--- src/rtl/bprc_pkg.sv ---
package bprc_pkg;

  localparam int unsigned MaxSlotsDef     = 16;
  localparam int unsigned PointerWidthDef = 32;
  localparam int unsigned RingSizeW       = 5;
  localparam int unsigned RingSizeReset   = 16;
  localparam int unsigned ReqW            = 3;
  localparam int unsigned IndexW          = 4;
  localparam int unsigned StatusW         = 3;
  localparam int unsigned CountW          = 5;

  typedef enum logic [ReqW-1:0] {
    REQ_LOAD       = 3'd0,
    REQ_WR_CLAIM   = 3'd1,
    REQ_WR_COMMIT  = 3'd2,
    REQ_WR_CANCEL  = 3'd3,
    REQ_RD_CLAIM   = 3'd4,
    REQ_RD_RELEASE = 3'd5,
    REQ_RD_CANCEL  = 3'd6
  } req_e;

  typedef enum logic [StatusW-1:0] {
    ST_OK         = 3'd0,
    ST_EMPTY      = 3'd1,
    ST_FULL       = 3'd2,
    ST_LOCKED     = 3'd3,
    ST_NOT_LOCKED = 3'd4
  } status_e;

  // memory port control from the slot controller
  typedef struct packed {
    logic we;
    logic re;
  } mem_ctl_t;

  // per-transfer outcome, registered at the top level
  typedef struct packed {
    status_e status;
    logic    claim_ok;
  } result_t;

endpackage

--- src/rtl/bprc_ptr_mem.sv ---
module bprc_ptr_mem
  import bprc_pkg::*;
#(
  parameter int unsigned DEPTH = MaxSlotsDef,
  parameter int unsigned WIDTH = PointerWidthDef,
  parameter int unsigned AW    = $clog2(MaxSlotsDef)
) (
  input  logic             clk_i,
  input  mem_ctl_t         ctl_i,
  input  logic [AW-1:0]    addr_i,
  input  logic [WIDTH-1:0] wdata_i,
  output logic [WIDTH-1:0] rdata_o
);

  logic [WIDTH-1:0] mem [DEPTH];
  logic [WIDTH-1:0] rdata_q;

  always_ff @(posedge clk_i) begin
    if (ctl_i.we) begin
      mem[addr_i] <= wdata_i;
    end
    if (ctl_i.re) begin
      rdata_q <= mem[addr_i];
    end
  end

  assign rdata_o = rdata_q;

endmodule

--- src/rtl/bprc_ctrl.sv ---
module bprc_ctrl
  import bprc_pkg::*;
#(
  parameter int unsigned MAX_SLOTS = MaxSlotsDef,
  parameter int unsigned PW        = $clog2(MaxSlotsDef),
  parameter int unsigned CW        = $clog2(MaxSlotsDef + 1)
) (
  input  logic                 clk_i,
  input  logic                 rst_ni,
  input  logic                 ring_size_we_i,
  input  logic [RingSizeW-1:0] ring_size_i,
  input  logic                 accept_i,
  input  logic [ReqW-1:0]      req_type_i,
  input  logic [IndexW-1:0]    slot_index_i,
  output logic                 busy_o,
  output mem_ctl_t             mem_ctl_o,
  output logic [PW-1:0]        mem_addr_o,
  output result_t              result_o,
  output logic [CW-1:0]        rd_cnt_o,
  output logic [CW-1:0]        wr_cnt_o
);

  localparam int unsigned AW = (CW > RingSizeW) ? CW : RingSizeW;
  localparam int unsigned ResetActive =
    (RingSizeReset > MAX_SLOTS) ? MAX_SLOTS : RingSizeReset;
  localparam logic [PW-1:0] LastSlot = PW'(MAX_SLOTS - 1);

  typedef enum logic {S_IDLE, S_COUNT} state_e;

  state_e                 state_q, state_d;
  logic [RingSizeW-1:0]   ring_size_q, ring_size_d;
  logic [MAX_SLOTS-1:0]   full_q, full_d, lock_q, lock_d;
  logic [PW-1:0]          wr_pos_q, wr_pos_d, rd_pos_q, rd_pos_d;
  logic [CW-1:0]          rd_cnt_q, rd_cnt_d, wr_cnt_q, wr_cnt_d;
  logic [PW-1:0]          sw_idx_q, sw_idx_d;
  logic [CW-1:0]          acc_rd_q, acc_rd_d, acc_wr_q, acc_wr_d;

  logic [AW-1:0]          active;
  logic [AW-1:0]          rs_ext;
  logic [AW-1:0]          idx_ext;
  logic                   idx_ok;
  logic [PW-1:0]          slot;
  logic                   slot_hit;
  logic                   in_ring;
  logic                   f_old, l_old, f_new, l_new;
  logic                   rd_old, rd_new, wr_old, wr_new;
  logic [PW-1:0]          adv_wr, adv_rd;
  logic [PW:0]            wr_inc, rd_inc;
  logic                   sw_in, sw_rd, sw_wr;
  status_e                status;
  logic                   claim;

  // ring size as used: zero acts as one, clamp to the slot count
  always_comb begin
    rs_ext = AW'(ring_size_q);
    if (ring_size_q == '0) begin
      active = AW'(1);
    end else if (rs_ext > AW'(MAX_SLOTS)) begin
      active = AW'(MAX_SLOTS);
    end else begin
      active = rs_ext;
    end
  end

  assign idx_ext = AW'(slot_index_i);
  assign idx_ok  = idx_ext < AW'(MAX_SLOTS);

  // position advance wraps once past the last slot of the ring
  assign wr_inc = {1'b0, wr_pos_q} + (PW + 1)'(1);
  assign rd_inc = {1'b0, rd_pos_q} + (PW + 1)'(1);
  assign adv_wr = (AW'(wr_inc) >= active) ? '0 : wr_inc[PW-1:0];
  assign adv_rd = (AW'(rd_inc) >= active) ? '0 : rd_inc[PW-1:0];

  always_comb begin
    slot     = wr_pos_q;
    slot_hit = 1'b1;
    unique case (req_type_i) inside
      REQ_LOAD: begin
        slot     = idx_ext[PW-1:0];
        slot_hit = idx_ok;
      end
      REQ_RD_CLAIM, REQ_RD_RELEASE, REQ_RD_CANCEL: begin
        slot = rd_pos_q;
      end
      REQ_WR_CLAIM, REQ_WR_COMMIT, REQ_WR_CANCEL: begin
        slot = wr_pos_q;
      end
      default: begin
        slot_hit = 1'b0;
      end
    endcase
  end

  assign f_old = full_q[slot];
  assign l_old = lock_q[slot];

  always_comb begin
    f_new    = f_old;
    l_new    = l_old;
    status   = ST_OK;
    claim    = 1'b0;
    wr_pos_d = wr_pos_q;
    rd_pos_d = rd_pos_q;
    unique case (req_type_i) inside
      REQ_LOAD: begin
        f_new    = 1'b0;
        l_new    = 1'b0;
        wr_pos_d = '0;
        rd_pos_d = '0;
      end
      REQ_WR_CLAIM: begin
        if (f_old) begin
          status = ST_FULL;
        end else if (l_old) begin
          status = ST_LOCKED;
        end else begin
          l_new = 1'b1;
          claim = 1'b1;
        end
      end
      REQ_WR_COMMIT: begin
        if (!l_old) begin
          status = ST_NOT_LOCKED;
        end else begin
          f_new    = 1'b1;
          l_new    = 1'b0;
          wr_pos_d = adv_wr;
        end
      end
      REQ_RD_CLAIM: begin
        if (!f_old) begin
          status = ST_EMPTY;
        end else if (l_old) begin
          status = ST_LOCKED;
        end else begin
          l_new = 1'b1;
          claim = 1'b1;
        end
      end
      REQ_RD_RELEASE: begin
        if (!l_old) begin
          status = ST_NOT_LOCKED;
        end else begin
          f_new    = 1'b0;
          l_new    = 1'b0;
          rd_pos_d = adv_rd;
        end
      end
      REQ_WR_CANCEL, REQ_RD_CANCEL: begin
        if (!l_old) begin
          status = ST_NOT_LOCKED;
        end else begin
          l_new = 1'b0;
        end
      end
      default: begin
      end
    endcase
  end

  // counts move by the change of the one slot touched, if it lies in the ring
  assign in_ring = slot_hit && (AW'(slot) < active);
  assign rd_old  = in_ring & f_old & ~l_old;
  assign rd_new  = in_ring & f_new & ~l_new;
  assign wr_old  = in_ring & ~f_old & ~l_old;
  assign wr_new  = in_ring & ~f_new & ~l_new;

  // recount sweep terms
  assign sw_in = AW'(sw_idx_q) < active;
  assign sw_rd = sw_in & full_q[sw_idx_q] & ~lock_q[sw_idx_q];
  assign sw_wr = sw_in & ~full_q[sw_idx_q] & ~lock_q[sw_idx_q];

  always_comb begin
    state_d     = state_q;
    ring_size_d = ring_size_q;
    full_d      = full_q;
    lock_d      = lock_q;
    rd_cnt_d    = rd_cnt_q;
    wr_cnt_d    = wr_cnt_q;
    sw_idx_d    = sw_idx_q;
    acc_rd_d    = acc_rd_q;
    acc_wr_d    = acc_wr_q;
    if (ring_size_we_i) begin
      // new ring size: counts are rebuilt by a sweep over all slots
      ring_size_d = ring_size_i;
      state_d     = S_COUNT;
      sw_idx_d    = '0;
      acc_rd_d    = '0;
      acc_wr_d    = '0;
    end else begin
      unique case (state_q)
        S_IDLE: begin
          if (accept_i && slot_hit) begin
            full_d[slot] = f_new;
            lock_d[slot] = l_new;
            rd_cnt_d = rd_cnt_q + CW'(rd_new) - CW'(rd_old);
            wr_cnt_d = wr_cnt_q + CW'(wr_new) - CW'(wr_old);
          end
        end
        S_COUNT: begin
          acc_rd_d = acc_rd_q + CW'(sw_rd);
          acc_wr_d = acc_wr_q + CW'(sw_wr);
          sw_idx_d = sw_idx_q + PW'(1);
          if (sw_idx_q == LastSlot) begin
            rd_cnt_d = acc_rd_d;
            wr_cnt_d = acc_wr_d;
            state_d  = S_IDLE;
          end
        end
        default: begin
          state_d = S_IDLE;
        end
      endcase
    end
  end

  always_ff @(posedge clk_i or negedge rst_ni) begin
    if (!rst_ni) begin
      state_q     <= S_IDLE;
      ring_size_q <= RingSizeW'(RingSizeReset);
      full_q      <= '0;
      lock_q      <= '0;
      wr_pos_q    <= '0;
      rd_pos_q    <= '0;
      rd_cnt_q    <= '0;
      wr_cnt_q    <= CW'(ResetActive);
      sw_idx_q    <= '0;
      acc_rd_q    <= '0;
      acc_wr_q    <= '0;
    end else begin
      state_q     <= state_d;
      ring_size_q <= ring_size_d;
      full_q      <= full_d;
      lock_q      <= lock_d;
      rd_cnt_q    <= rd_cnt_d;
      wr_cnt_q    <= wr_cnt_d;
      sw_idx_q    <= sw_idx_d;
      acc_rd_q    <= acc_rd_d;
      acc_wr_q    <= acc_wr_d;
      if (accept_i) begin
        wr_pos_q <= wr_pos_d;
        rd_pos_q <= rd_pos_d;
      end
    end
  end

  assign busy_o            = (state_q == S_COUNT);
  assign mem_ctl_o.we      = accept_i && (req_type_i == REQ_LOAD) && idx_ok;
  assign mem_ctl_o.re      = accept_i && claim;
  assign mem_addr_o        = slot;
  assign result_o.status   = status;
  assign result_o.claim_ok = claim;
  assign rd_cnt_o          = rd_cnt_q;
  assign wr_cnt_o          = wr_cnt_q;

endmodule

--- src/rtl/buffer_pointer_ring_with_claims.sv ---
// channel   direction  handshake               payload
// request   in         start high, busy low    req_type_i slot_index_i pointer_value_i
// result    out        done_o one-cycle strobe status_o buffer_pointer_o
//                                              readable_count_o writable_count_o
// config    in         ring_size_we_i          ring_size_i
//
// one request per cycle while busy is low; its result strobes on done_o in the next cycle
// the pointer comes from the slot memory, a synchronous read on a claim
// a ring size write starts a recount sweep over all MAX_SLOTS slots with busy high
// reset clears flags, positions, readable count; writable = active slots; no sweep
// the receiver cannot stall: status and pointer hold until the next accepted request
module buffer_pointer_ring_with_claims
  import bprc_pkg::*;
#(
  parameter int unsigned MAX_SLOTS     = MaxSlotsDef,
  parameter int unsigned POINTER_WIDTH = PointerWidthDef
) (
  input  logic                     clk_i,
  input  logic                     rst_ni,
  input  logic                     start,
  output logic                     busy,
  input  logic [ReqW-1:0]          req_type_i,
  input  logic [IndexW-1:0]        slot_index_i,
  input  logic [POINTER_WIDTH-1:0] pointer_value_i,
  output logic                     done_o,
  output logic [StatusW-1:0]       status_o,
  output logic [POINTER_WIDTH-1:0] buffer_pointer_o,
  output logic [CountW-1:0]        readable_count_o,
  output logic [CountW-1:0]        writable_count_o,
  input  logic                     ring_size_we_i,
  input  logic [RingSizeW-1:0]     ring_size_i
);

  localparam int unsigned PW = $clog2(MAX_SLOTS);
  localparam int unsigned CW = $clog2(MAX_SLOTS + 1);

  logic                     accept;
  mem_ctl_t                 mem_ctl;
  logic [PW-1:0]            mem_addr;
  logic [POINTER_WIDTH-1:0] mem_rdata;
  result_t                  result;
  logic [CW-1:0]            rd_cnt, wr_cnt;
  logic                     done_q;
  result_t                  result_q;

  assign accept = start && !busy;

  bprc_ctrl #(
    .MAX_SLOTS (MAX_SLOTS),
    .PW        (PW),
    .CW        (CW)
  ) u_ctrl (
    .clk_i          (clk_i),
    .rst_ni         (rst_ni),
    .ring_size_we_i (ring_size_we_i),
    .ring_size_i    (ring_size_i),
    .accept_i       (accept),
    .req_type_i     (req_type_i),
    .slot_index_i   (slot_index_i),
    .busy_o         (busy),
    .mem_ctl_o      (mem_ctl),
    .mem_addr_o     (mem_addr),
    .result_o       (result),
    .rd_cnt_o       (rd_cnt),
    .wr_cnt_o       (wr_cnt)
  );

  bprc_ptr_mem #(
    .DEPTH (MAX_SLOTS),
    .WIDTH (POINTER_WIDTH),
    .AW    (PW)
  ) u_mem (
    .clk_i   (clk_i),
    .ctl_i   (mem_ctl),
    .addr_i  (mem_addr),
    .wdata_i (pointer_value_i),
    .rdata_o (mem_rdata)
  );

  always_ff @(posedge clk_i or negedge rst_ni) begin
    if (!rst_ni) begin
      done_q   <= 1'b0;
      result_q <= '{status: ST_OK, claim_ok: 1'b0};
    end else begin
      done_q <= accept;
      if (accept) begin
        result_q <= result;
      end
    end
  end

  assign done_o           = done_q;
  assign status_o         = result_q.status;
  // pointer only on a successful claim
  assign buffer_pointer_o = result_q.claim_ok ? mem_rdata : '0;
  assign readable_count_o = CountW'(rd_cnt);
  assign writable_count_o = CountW'(wr_cnt);

endmodule

--- config.mk ---
export PLATFORM = sky130hd
export DESIGN_NAME = buffer_pointer_ring_with_claims
export DESIGN_NICKNAME = d
export VERILOG_FILES = /design/src/rtl/bprc_pkg.sv /design/src/rtl/bprc_ptr_mem.sv /design/src/rtl/bprc_ctrl.sv /design/src/rtl/buffer_pointer_ring_with_claims.sv
export SDC_FILE = /design/constraint.sdc
export NUM_CORES = 1
export LEC_CHECK = 0
export BUFFER_PORTS_ARGS = -buffer_cell sky130_fd_sc_hd__buf_2
export CAP_MARGIN = 20
export CORE_MARGIN = 3
export CORE_UTILIZATION = 64
export DETAILED_ROUTE_END_ITERATION = 8
export GPL_ROUTABILITY_DRIVEN = 1
export PLACE_DENSITY = 0.85
export SETUP_SLACK_MARGIN = 0.4
export SLEW_MARGIN = 20
export SYNTH_ARGS = -nofsm -noshare
export SYNTH_HDL_FRONTEND = slang
export SYNTH_SLANG_ARGS = --single-unit
--- constraint.sdc ---
create_clock -name clk_i -period 6.75 [get_ports clk_i]
set_clock_uncertainty 0.1 [all_clocks]
set_input_delay 1.35 -clock clk_i [delete_from_list [all_inputs] [get_ports clk_i]]
set_output_delay 1.35 -clock clk_i [all_outputs]
set_load 0.01 [all_outputs]
==> flow_summary.yaml, run 1 <==
clock_network:
  cts.repair.resized: 0
  cts_setup_buffers: 0
  clk_latency_ns: 0.63
  cts_tree: "done"
  cts_hold_buffers: 0
  cts_sinks: 619
  clk_path_buf_depth: 3
  h-tree-depth: 2
  cts-root-buf: "clkbuf_16"
  cts_buffers: 58
  clkTransAtPathRegs_ns: 0.06
routing:
  drt_iter0_markers: 2475
  drc: 0
  met2_length_um: 31300
  via_count: 18068
  ant_nets: 0
  avgViaCountPerCell: 6.49
  wire_per_inst_um: 23.4
  wl_met3_um: 7190
  drtPass1Iterations: 6
  highest_layer: "met5"
  met1Wirelength_um: 23600
  wl_um: 65200
sta:
  fmax_mhz: 187
  slew_headroom_pct: 24.5
  finalSetupTns_ns: 0
  rsz0062_at_grt: "no"
  finalSetupViolations: 0
  finalMaxSlewViolations: 0
  finalCritPeriodShare_pct: 79.2
  worstMarginPinSlew_ns: 1.13
  min_period_ns: 5.35
  hold_viol_final: 0
die:
  initial_utilization_pct: 65.5
  die_area_um2: 43600
  die_h_um: 209
  core_area_um2: 40200
  num_io_pins: 95
  die_w_um: 209
  num_rows: 73
yosys:
  synth_top_cell_area_share_pct: 62.1
  ys_top_cells_by_count: "edfxtp_1, nand2_1, nand3_1"
  synthCells: 2150
  synth_fp_nets: 2232
  async_flop_share_pct: 12.1
  yosysUniqueCellTypes: 70
  synthTopCellsByArea: "edfxtp_1, nand2_1, nand3_1, dfrtp_1, clkbuf_1"
  synth_edf_count: 544
  ys_seq_elements: 619
  ys.warnings.count: 0
  yosys.area.top_type: "edfxtp_1"
  yosysSeqAreaShare_pct: 69.2
  syn_area_um2: 26300
  synth_most_common_cell: "edfxtp_1"
  syn_area_per_cell_um2: 12.2
  synth-main-ff-cell: "edfxtp_1"
grt:
  grt_pass1_vias: 17846
  grt_pass1_wl_um: 99700
  grt_max_degree: 254
  grt_use_total_pct: 29.4
  antenna_found_initial: 3
  grt_overflow: 0
critical_path:
  cp-end-kind: "register"
  cp.required_ns: 7.18
  worstPathArrival_ns: 5.77
  crit_start: "req_type_i[2]"
  regToRegSetupSlack_ns: 2.27
  criticalPathCategory: "input port to register"
  critPathMaxFanout: 34
  cp-start-kind: "input port"
  reg2reg_from: "u_ctrl.rd_pos_q[1]$_DFFE_PN0P_"
finish:
  final_cell_area_um2: 29300
  finish.net_count: 2291
  n_fill_cell: 2425
  multi_input_area_um2: 7600
  utilization_pct: 73.0
  area_delta_synth_final_pct: 11.4
  drive_gt1_share_pct: 13.5
  layout.area.seq_um2: 18200
flow_run:
  maxCapViolCount: 0
power:
  power_density_nw_per_um2: 276
  peakVddDrop_mv: 0.233
  p_clk_share_pct: 39.5
  p_sw_share_pct: 23.3
  combPwrFrac_pct: 8.4
  intPower_w: 0.00622
  p_sw_w: 0.00189
  p_leak_nw: 11.0
  seq_power_share_pct: 52.1
hold_path:
  worstHoldStart: "status_o[2]$_DFFE_PN0P_"
  hold_path_class: "register to register"
place:
  numPortBuffers: 94
  dpl_cell_area_um2: 27400
  gp_congestion: 0.849
  dp_hpwl_um: 34800
outcome:
  status: "finished, final reports clean"
## logic make-up after synthesis
kind of cell / Yosys count / share of synthesized area [%]
xor gates and xnor gates: 25 / 0.832
and+or+nand+nor: 1107 / 19.0
adders and majority gates: 34 / 1.67
AOI/OAI and AO/OA: 142 / 3.88
buffers and inverters: 163 / 2.51
muxes: 60 / 2.88
DFF: 619 / 69.2
## state kept, by name (all words and copies together), names as in the netlist
signal and cells:
status_o 3, u_ctrl.wr_pos_q 4, result_q 1, u_ctrl.busy_o 1, u_mem.rdata_o 32, u_ctrl.full_q 16, u_ctrl.ring_size_q 5, u_ctrl.wr_cnt_o 5
u_ctrl.acc_rd_q 5, done_o 1, u_ctrl.rd_pos_q 4, u_ctrl.sw_idx_q 4, u_mem.mem 512, u_ctrl.acc_wr_q 5, u_ctrl.rd_cnt_o 5, u_ctrl.lock_q 16
## power by group through the flow
stage	sequential [W]	combinational, W	clock (W)
floorplan	0.00430	0.000438	0
global placement	0.00430	0.000629	0
detailed placement	0.00431	0.000661	0
CTS	0.00423	0.000671	0.00322
global route	0.00423	0.000750	0.00337
finish	0.00422	0.000681	0.00320
## metal layers
layer / GRT usage (%) / vias to the layer above
met1: 39.4 / 8758
li1: - / 7851
met3: 5.70 / 241
met4: 14.4 / 4
met5: 0 / -
met2: 46.8 / 1214
## critical path, cell delays in order
cell and delay, ns:
buf_2 0.23, or3_1 0.41, a2bb2oi_2 0.39, nand2_8 0.25
mux2i_1 0.24, o22a_1 0.23, nand4_4 0.30, o2111ai_2 0.29
o21a_2 0.42, and3_1 0.21, ha_1 0.18, inv_1 0.06
fa_1 0.40, inv_1 0.08, a21o_1 0.12, a21oi_1 0.08
xnor2_1 0.14, nor3_1 0.14, a21oi_1 0.05, o21ai_0 0.16
## layout make-up
| type | count | area share, % |
|---|---|---|
| diodes | 2 | 0.0171 |
| inverters | 27 | 0.354 |
| flip-flops and latches | 619 | 62.1 |
| clock buffers | 68 | 5.15 |
| multi-input cells | 1368 | 25.9 |
| clock inverters | 38 | 1.22 |
| well taps | 525 | 2.24 |
| repair buffers | 135 | 2.99 |
## through the flow
step | total power, W | setup WS, ns | hold WS, ns | std cells
after floorplan | 0.00474 | 1.13 | 0.350 | 2150
after global placement | 0.00493 | 0.939 | 0.358 | 2673
after detailed placement | 0.00497 | 0.836 | 0.365 | 2673
after CTS | 0.00811 | 1.45 | 0.380 | 2779
after global routing | 0.00835 | 1.08 | 0.416 | 2781
final | 0.00811 | 1.40 | 0.375 | 2782
## cell usage in the layout, fill, tap and decap left out, types with 14 or more instances in the layout
master       n
edfxtp_1   544
a31oi_1     32
o21ai_0     20
mux2i_1     24
mux2_2      25
nor2_4      15
and2_1      37
nand3_1    390
clkbuf_16   59
xnor2_1     14
buf_2       93
nor2_1      47
ha_1        32
nand2_1    536
dfrtp_1     73
buf_4       35
clkinv_1    14
and3_1      36
inv_1       26
a21oi_1     21
## worst paths after layout
kind                                                        to  depth (start not counted)
worst max-delay path            u_ctrl.rd_cnt_o[4]$_DFFE_PN0P_                         20
worst min-delay path                   status_o[2]$_DFFE_PN0P_                          2
worst max register to register  u_ctrl.rd_cnt_o[4]$_DFFE_PN0P_                         19
worst min register to register         status_o[2]$_DFFE_PN0P_                          2
max in group asynchronous              u_ctrl.busy_o$_DFF_PN0_                          1
min in group asynchronous         u_ctrl.lock_q[5]$_DFFE_PN0P_                          1
(Power assumes the default switching activity.)
==> run 2, diff against run 1 <==
--- a/config.mk
+++ b/config.mk
@@ -8,10 +8,10 @@
 export BUFFER_PORTS_ARGS = -buffer_cell sky130_fd_sc_hd__buf_2
 export CAP_MARGIN = 20
 export CORE_MARGIN = 3
-export CORE_UTILIZATION = 64
+export CORE_UTILIZATION = 56
 export DETAILED_ROUTE_END_ITERATION = 8
 export GPL_ROUTABILITY_DRIVEN = 1
-export PLACE_DENSITY = 0.85
+export PLACE_DENSITY = 0.79
 export SETUP_SLACK_MARGIN = 0.4
 export SLEW_MARGIN = 20
 export SYNTH_ARGS = -nofsm -noshare
==> constraint.sdc (replaced) <==
create_clock -name clk_i -period 4.5 [get_ports clk_i]
set_clock_uncertainty 0.1 [all_clocks]
set_input_delay 0.9 -clock clk_i [delete_from_list [all_inputs] [get_ports clk_i]]
set_output_delay 0.9 -clock clk_i [all_outputs]
set_load 0.01 [all_outputs]
==> run 2 against run 1 <==
Against the previous run: clock power is 52% higher; worst hold slack worse by 0.022 ns; total power is 52% higher; sequential power is 50% higher; wire length is 0.97% higher; final area is 4.8% higher; largest cell class unchanged; largest power group unchanged.
==> flow_summary.yaml, run 2 (synthesis gave the netlist of run 1 again) <==
finish:
  final_common_cell: "edfxtp_1"
  utilization_pct: 67.0
  largest_reg_flops: 512
  final_cell_area_um2: 30700
  final_cell_mix: "edfxtp_1, nand2_1, nand3_1"
  top_register: "u_mem.mem"
  area_delta_synth_final_pct: 16.8
  finish.net_count: 2384
  drive_gt1_share_pct: 18.1
grt:
  grt_overflow: 0
  grt_pass1_wl_um: 100000
  antenna_found_initial: 6
  grt_pass1_vias: 17989
  grt_max_degree: 111
  grt_use_total_pct: 25.9
power:
  p_clk_share_pct: 39.3
  power_density_nw_per_um2: 402
  p_sw_share_pct: 23.2
  intPower_w: 0.00949
  p_sw_w: 0.00287
  combPwrFrac_pct: 9.3
  peakVddDrop_mv: 0.368
  seq_power_share_pct: 51.3
  p_leak_nw: 11.6
  power_w: 0.0124
flow_run:
  maxCapViolCount: 0
clock_network:
  cts_sinks: 619
  clk_latency_ns: 0.64
  clk_path_buf_depth: 3
  clkTransAtPathRegs_ns: 0.06
  h-tree-depth: 2
  cts-root-buf: "clkbuf_16"
  cts_tree: "done"
  cts_buffers: 60
place:
  dp_hpwl_um: 36100
  dpl_cell_area_um2: 28400
  numPortBuffers: 94
  gp_congestion: 0.900
die:
  num_io_pins: 95
  num_rows: 78
  die_h_um: 223
  die_w_um: 223
  core_area_um2: 45900
  die_area_um2: 49600
  initial_utilization_pct: 57.4
sta:
  slew_headroom_pct: 31.4
  worstMarginPinSlew_ns: 1.03
  min_period_ns: 4.19
  finalCritPeriodShare_pct: 93.1
  finalMaxSlewViolations: 0
  fmax_mhz: 239
  hold_viol_final: 0
  finalSetupViolations: 0
  finalSetupTns_ns: 0
  rsz0062_at_grt: "yes"
hold_path:
  hold_path_class: "input port to asynchronous set/reset pin"
routing:
  met1Wirelength_um: 25000
  ant_nets: 0
  wl_met3_um: 6030
  drtPass1Iterations: 6
  met2_length_um: 32300
  avgViaCountPerCell: 6.15
  wl_um: 65800
  via_count: 18159
  wire_per_inst_um: 22.3
  drc: 0
  highest_layer: "met5"
  drt_iter0_markers: 2190
critical_path:
  cp.required_ns: 4.93
  cp-end-kind: "register"
  worstPathArrival_ns: 4.62
  cpMaxStageDelayCell: "fa_2"
  critPathMaxFanout: 6
  cp-start-kind: "input port"
  cp_common_cell: "buf_6"
  criticalPathCategory: "input port to register"
  slowest_delay_ns: 0.38
outcome:
  status: "finished, final reports clean"
==> run 2: critical path: cells and delay by family <==
family	cells	cell delay (ns)
and+or+nand+nor	5	0.76
adders and majority gates	2	0.58
buffers and inverters	9	0.94
AOI/OAI and AO/OA	9	1.30
xor gates and xnor gates	1	0.14
==> run 2: final cells by class <==
| type | count | area, um2 |
|---|---|---|
| Antenna cell | 4 | 10.0 |
| Clock buffer | 80 | 1580 |
| Clock inverter | 29 | 323 |
| Fill cell | 3054 | 15100 |
| Inverter | 27 | 111 |
| Multi-Input combinational cell | 1369 | 7840 |
| Sequential cell | 619 | 18200 |
| Tap cell | 600 | 751 |
| Timing Repair Buffer | 224 | 1900 |
| Timing Repair inverter | 1 | 7.51 |
==> run 2: metrics by stage <==
stage | hold WS [ns] | instances | worst slack, ns
floorplan | 0.350 | 2150 | -0.158
global placement | 0.361 | 2819 | -0.201
detailed placement | 0.392 | 2819 | -0.333
CTS | 0.371 | 2929 | 0.382
global route | 0.414 | 2952 | 0.117
finish | 0.354 | 2953 | 0.309
==> run 2: routing by layer <==
layer / track usage (%) / vias up
met3: 4.03 / 189
li1: - / 8056
met5: 0 / -
met2: 42.5 / 1023
met4: 11.5 / 4
met1: 34.5 / 8887
==> run 2: path summary, 6_finish.rpt <==
| path | from | endpoint | slack [ns] | cells after the start |
|---|---|---|---|---|
| worst max-delay path | req_type_i[1] | u_ctrl.wr_cnt_o[4]$_DFFE_PN1P_ | 0.31 | 26 |
| worst min-delay path | rst_ni | u_ctrl.wr_pos_q[2]$_DFFE_PN0P_ | 0.35 | 1 |
| min in group clk_i | status_o[1]$_DFFE_PN0P_ | status_o[1]$_DFFE_PN0P_ | 0.41 | 1 |
| max in group asynchronous | rst_ni | u_ctrl.acc_rd_q[2]$_DFFE_PN0N_ | 3.31 | 1 |
| worst max register to register | u_ctrl.rd_pos_q[0]$_DFFE_PN0P_ | u_ctrl.wr_cnt_o[4]$_DFFE_PN1P_ | 0.53 | 21 |
| worst min register to register | status_o[1]$_DFFE_PN0P_ | status_o[1]$_DFFE_PN0P_ | 0.41 | 1 |
==> run 2: timing repair <==
action                     in CTS  in global routing
setup buffers                   1                 18
pin swaps                       2                 34
setup endpoints to repair       8                  4
gates cloned                    0                  2
gates resized for setup         6                 47
hold buffers                    0                  0
==> run 2: power groups by stage <==
| stage | Combinational [W] | Sequential, W | Clock, W |
|---|---|---|---|
| after floorplan | 0.000683 | 0.00645 | 0 |
| after global placement | 0.00100 | 0.00646 | 0 |
| after detailed placement | 0.00104 | 0.00646 | 0 |
| after CTS | 0.00106 | 0.00634 | 0.00491 |
| after global routing | 0.00126 | 0.00635 | 0.00513 |
| final | 0.00115 | 0.00634 | 0.00486 |
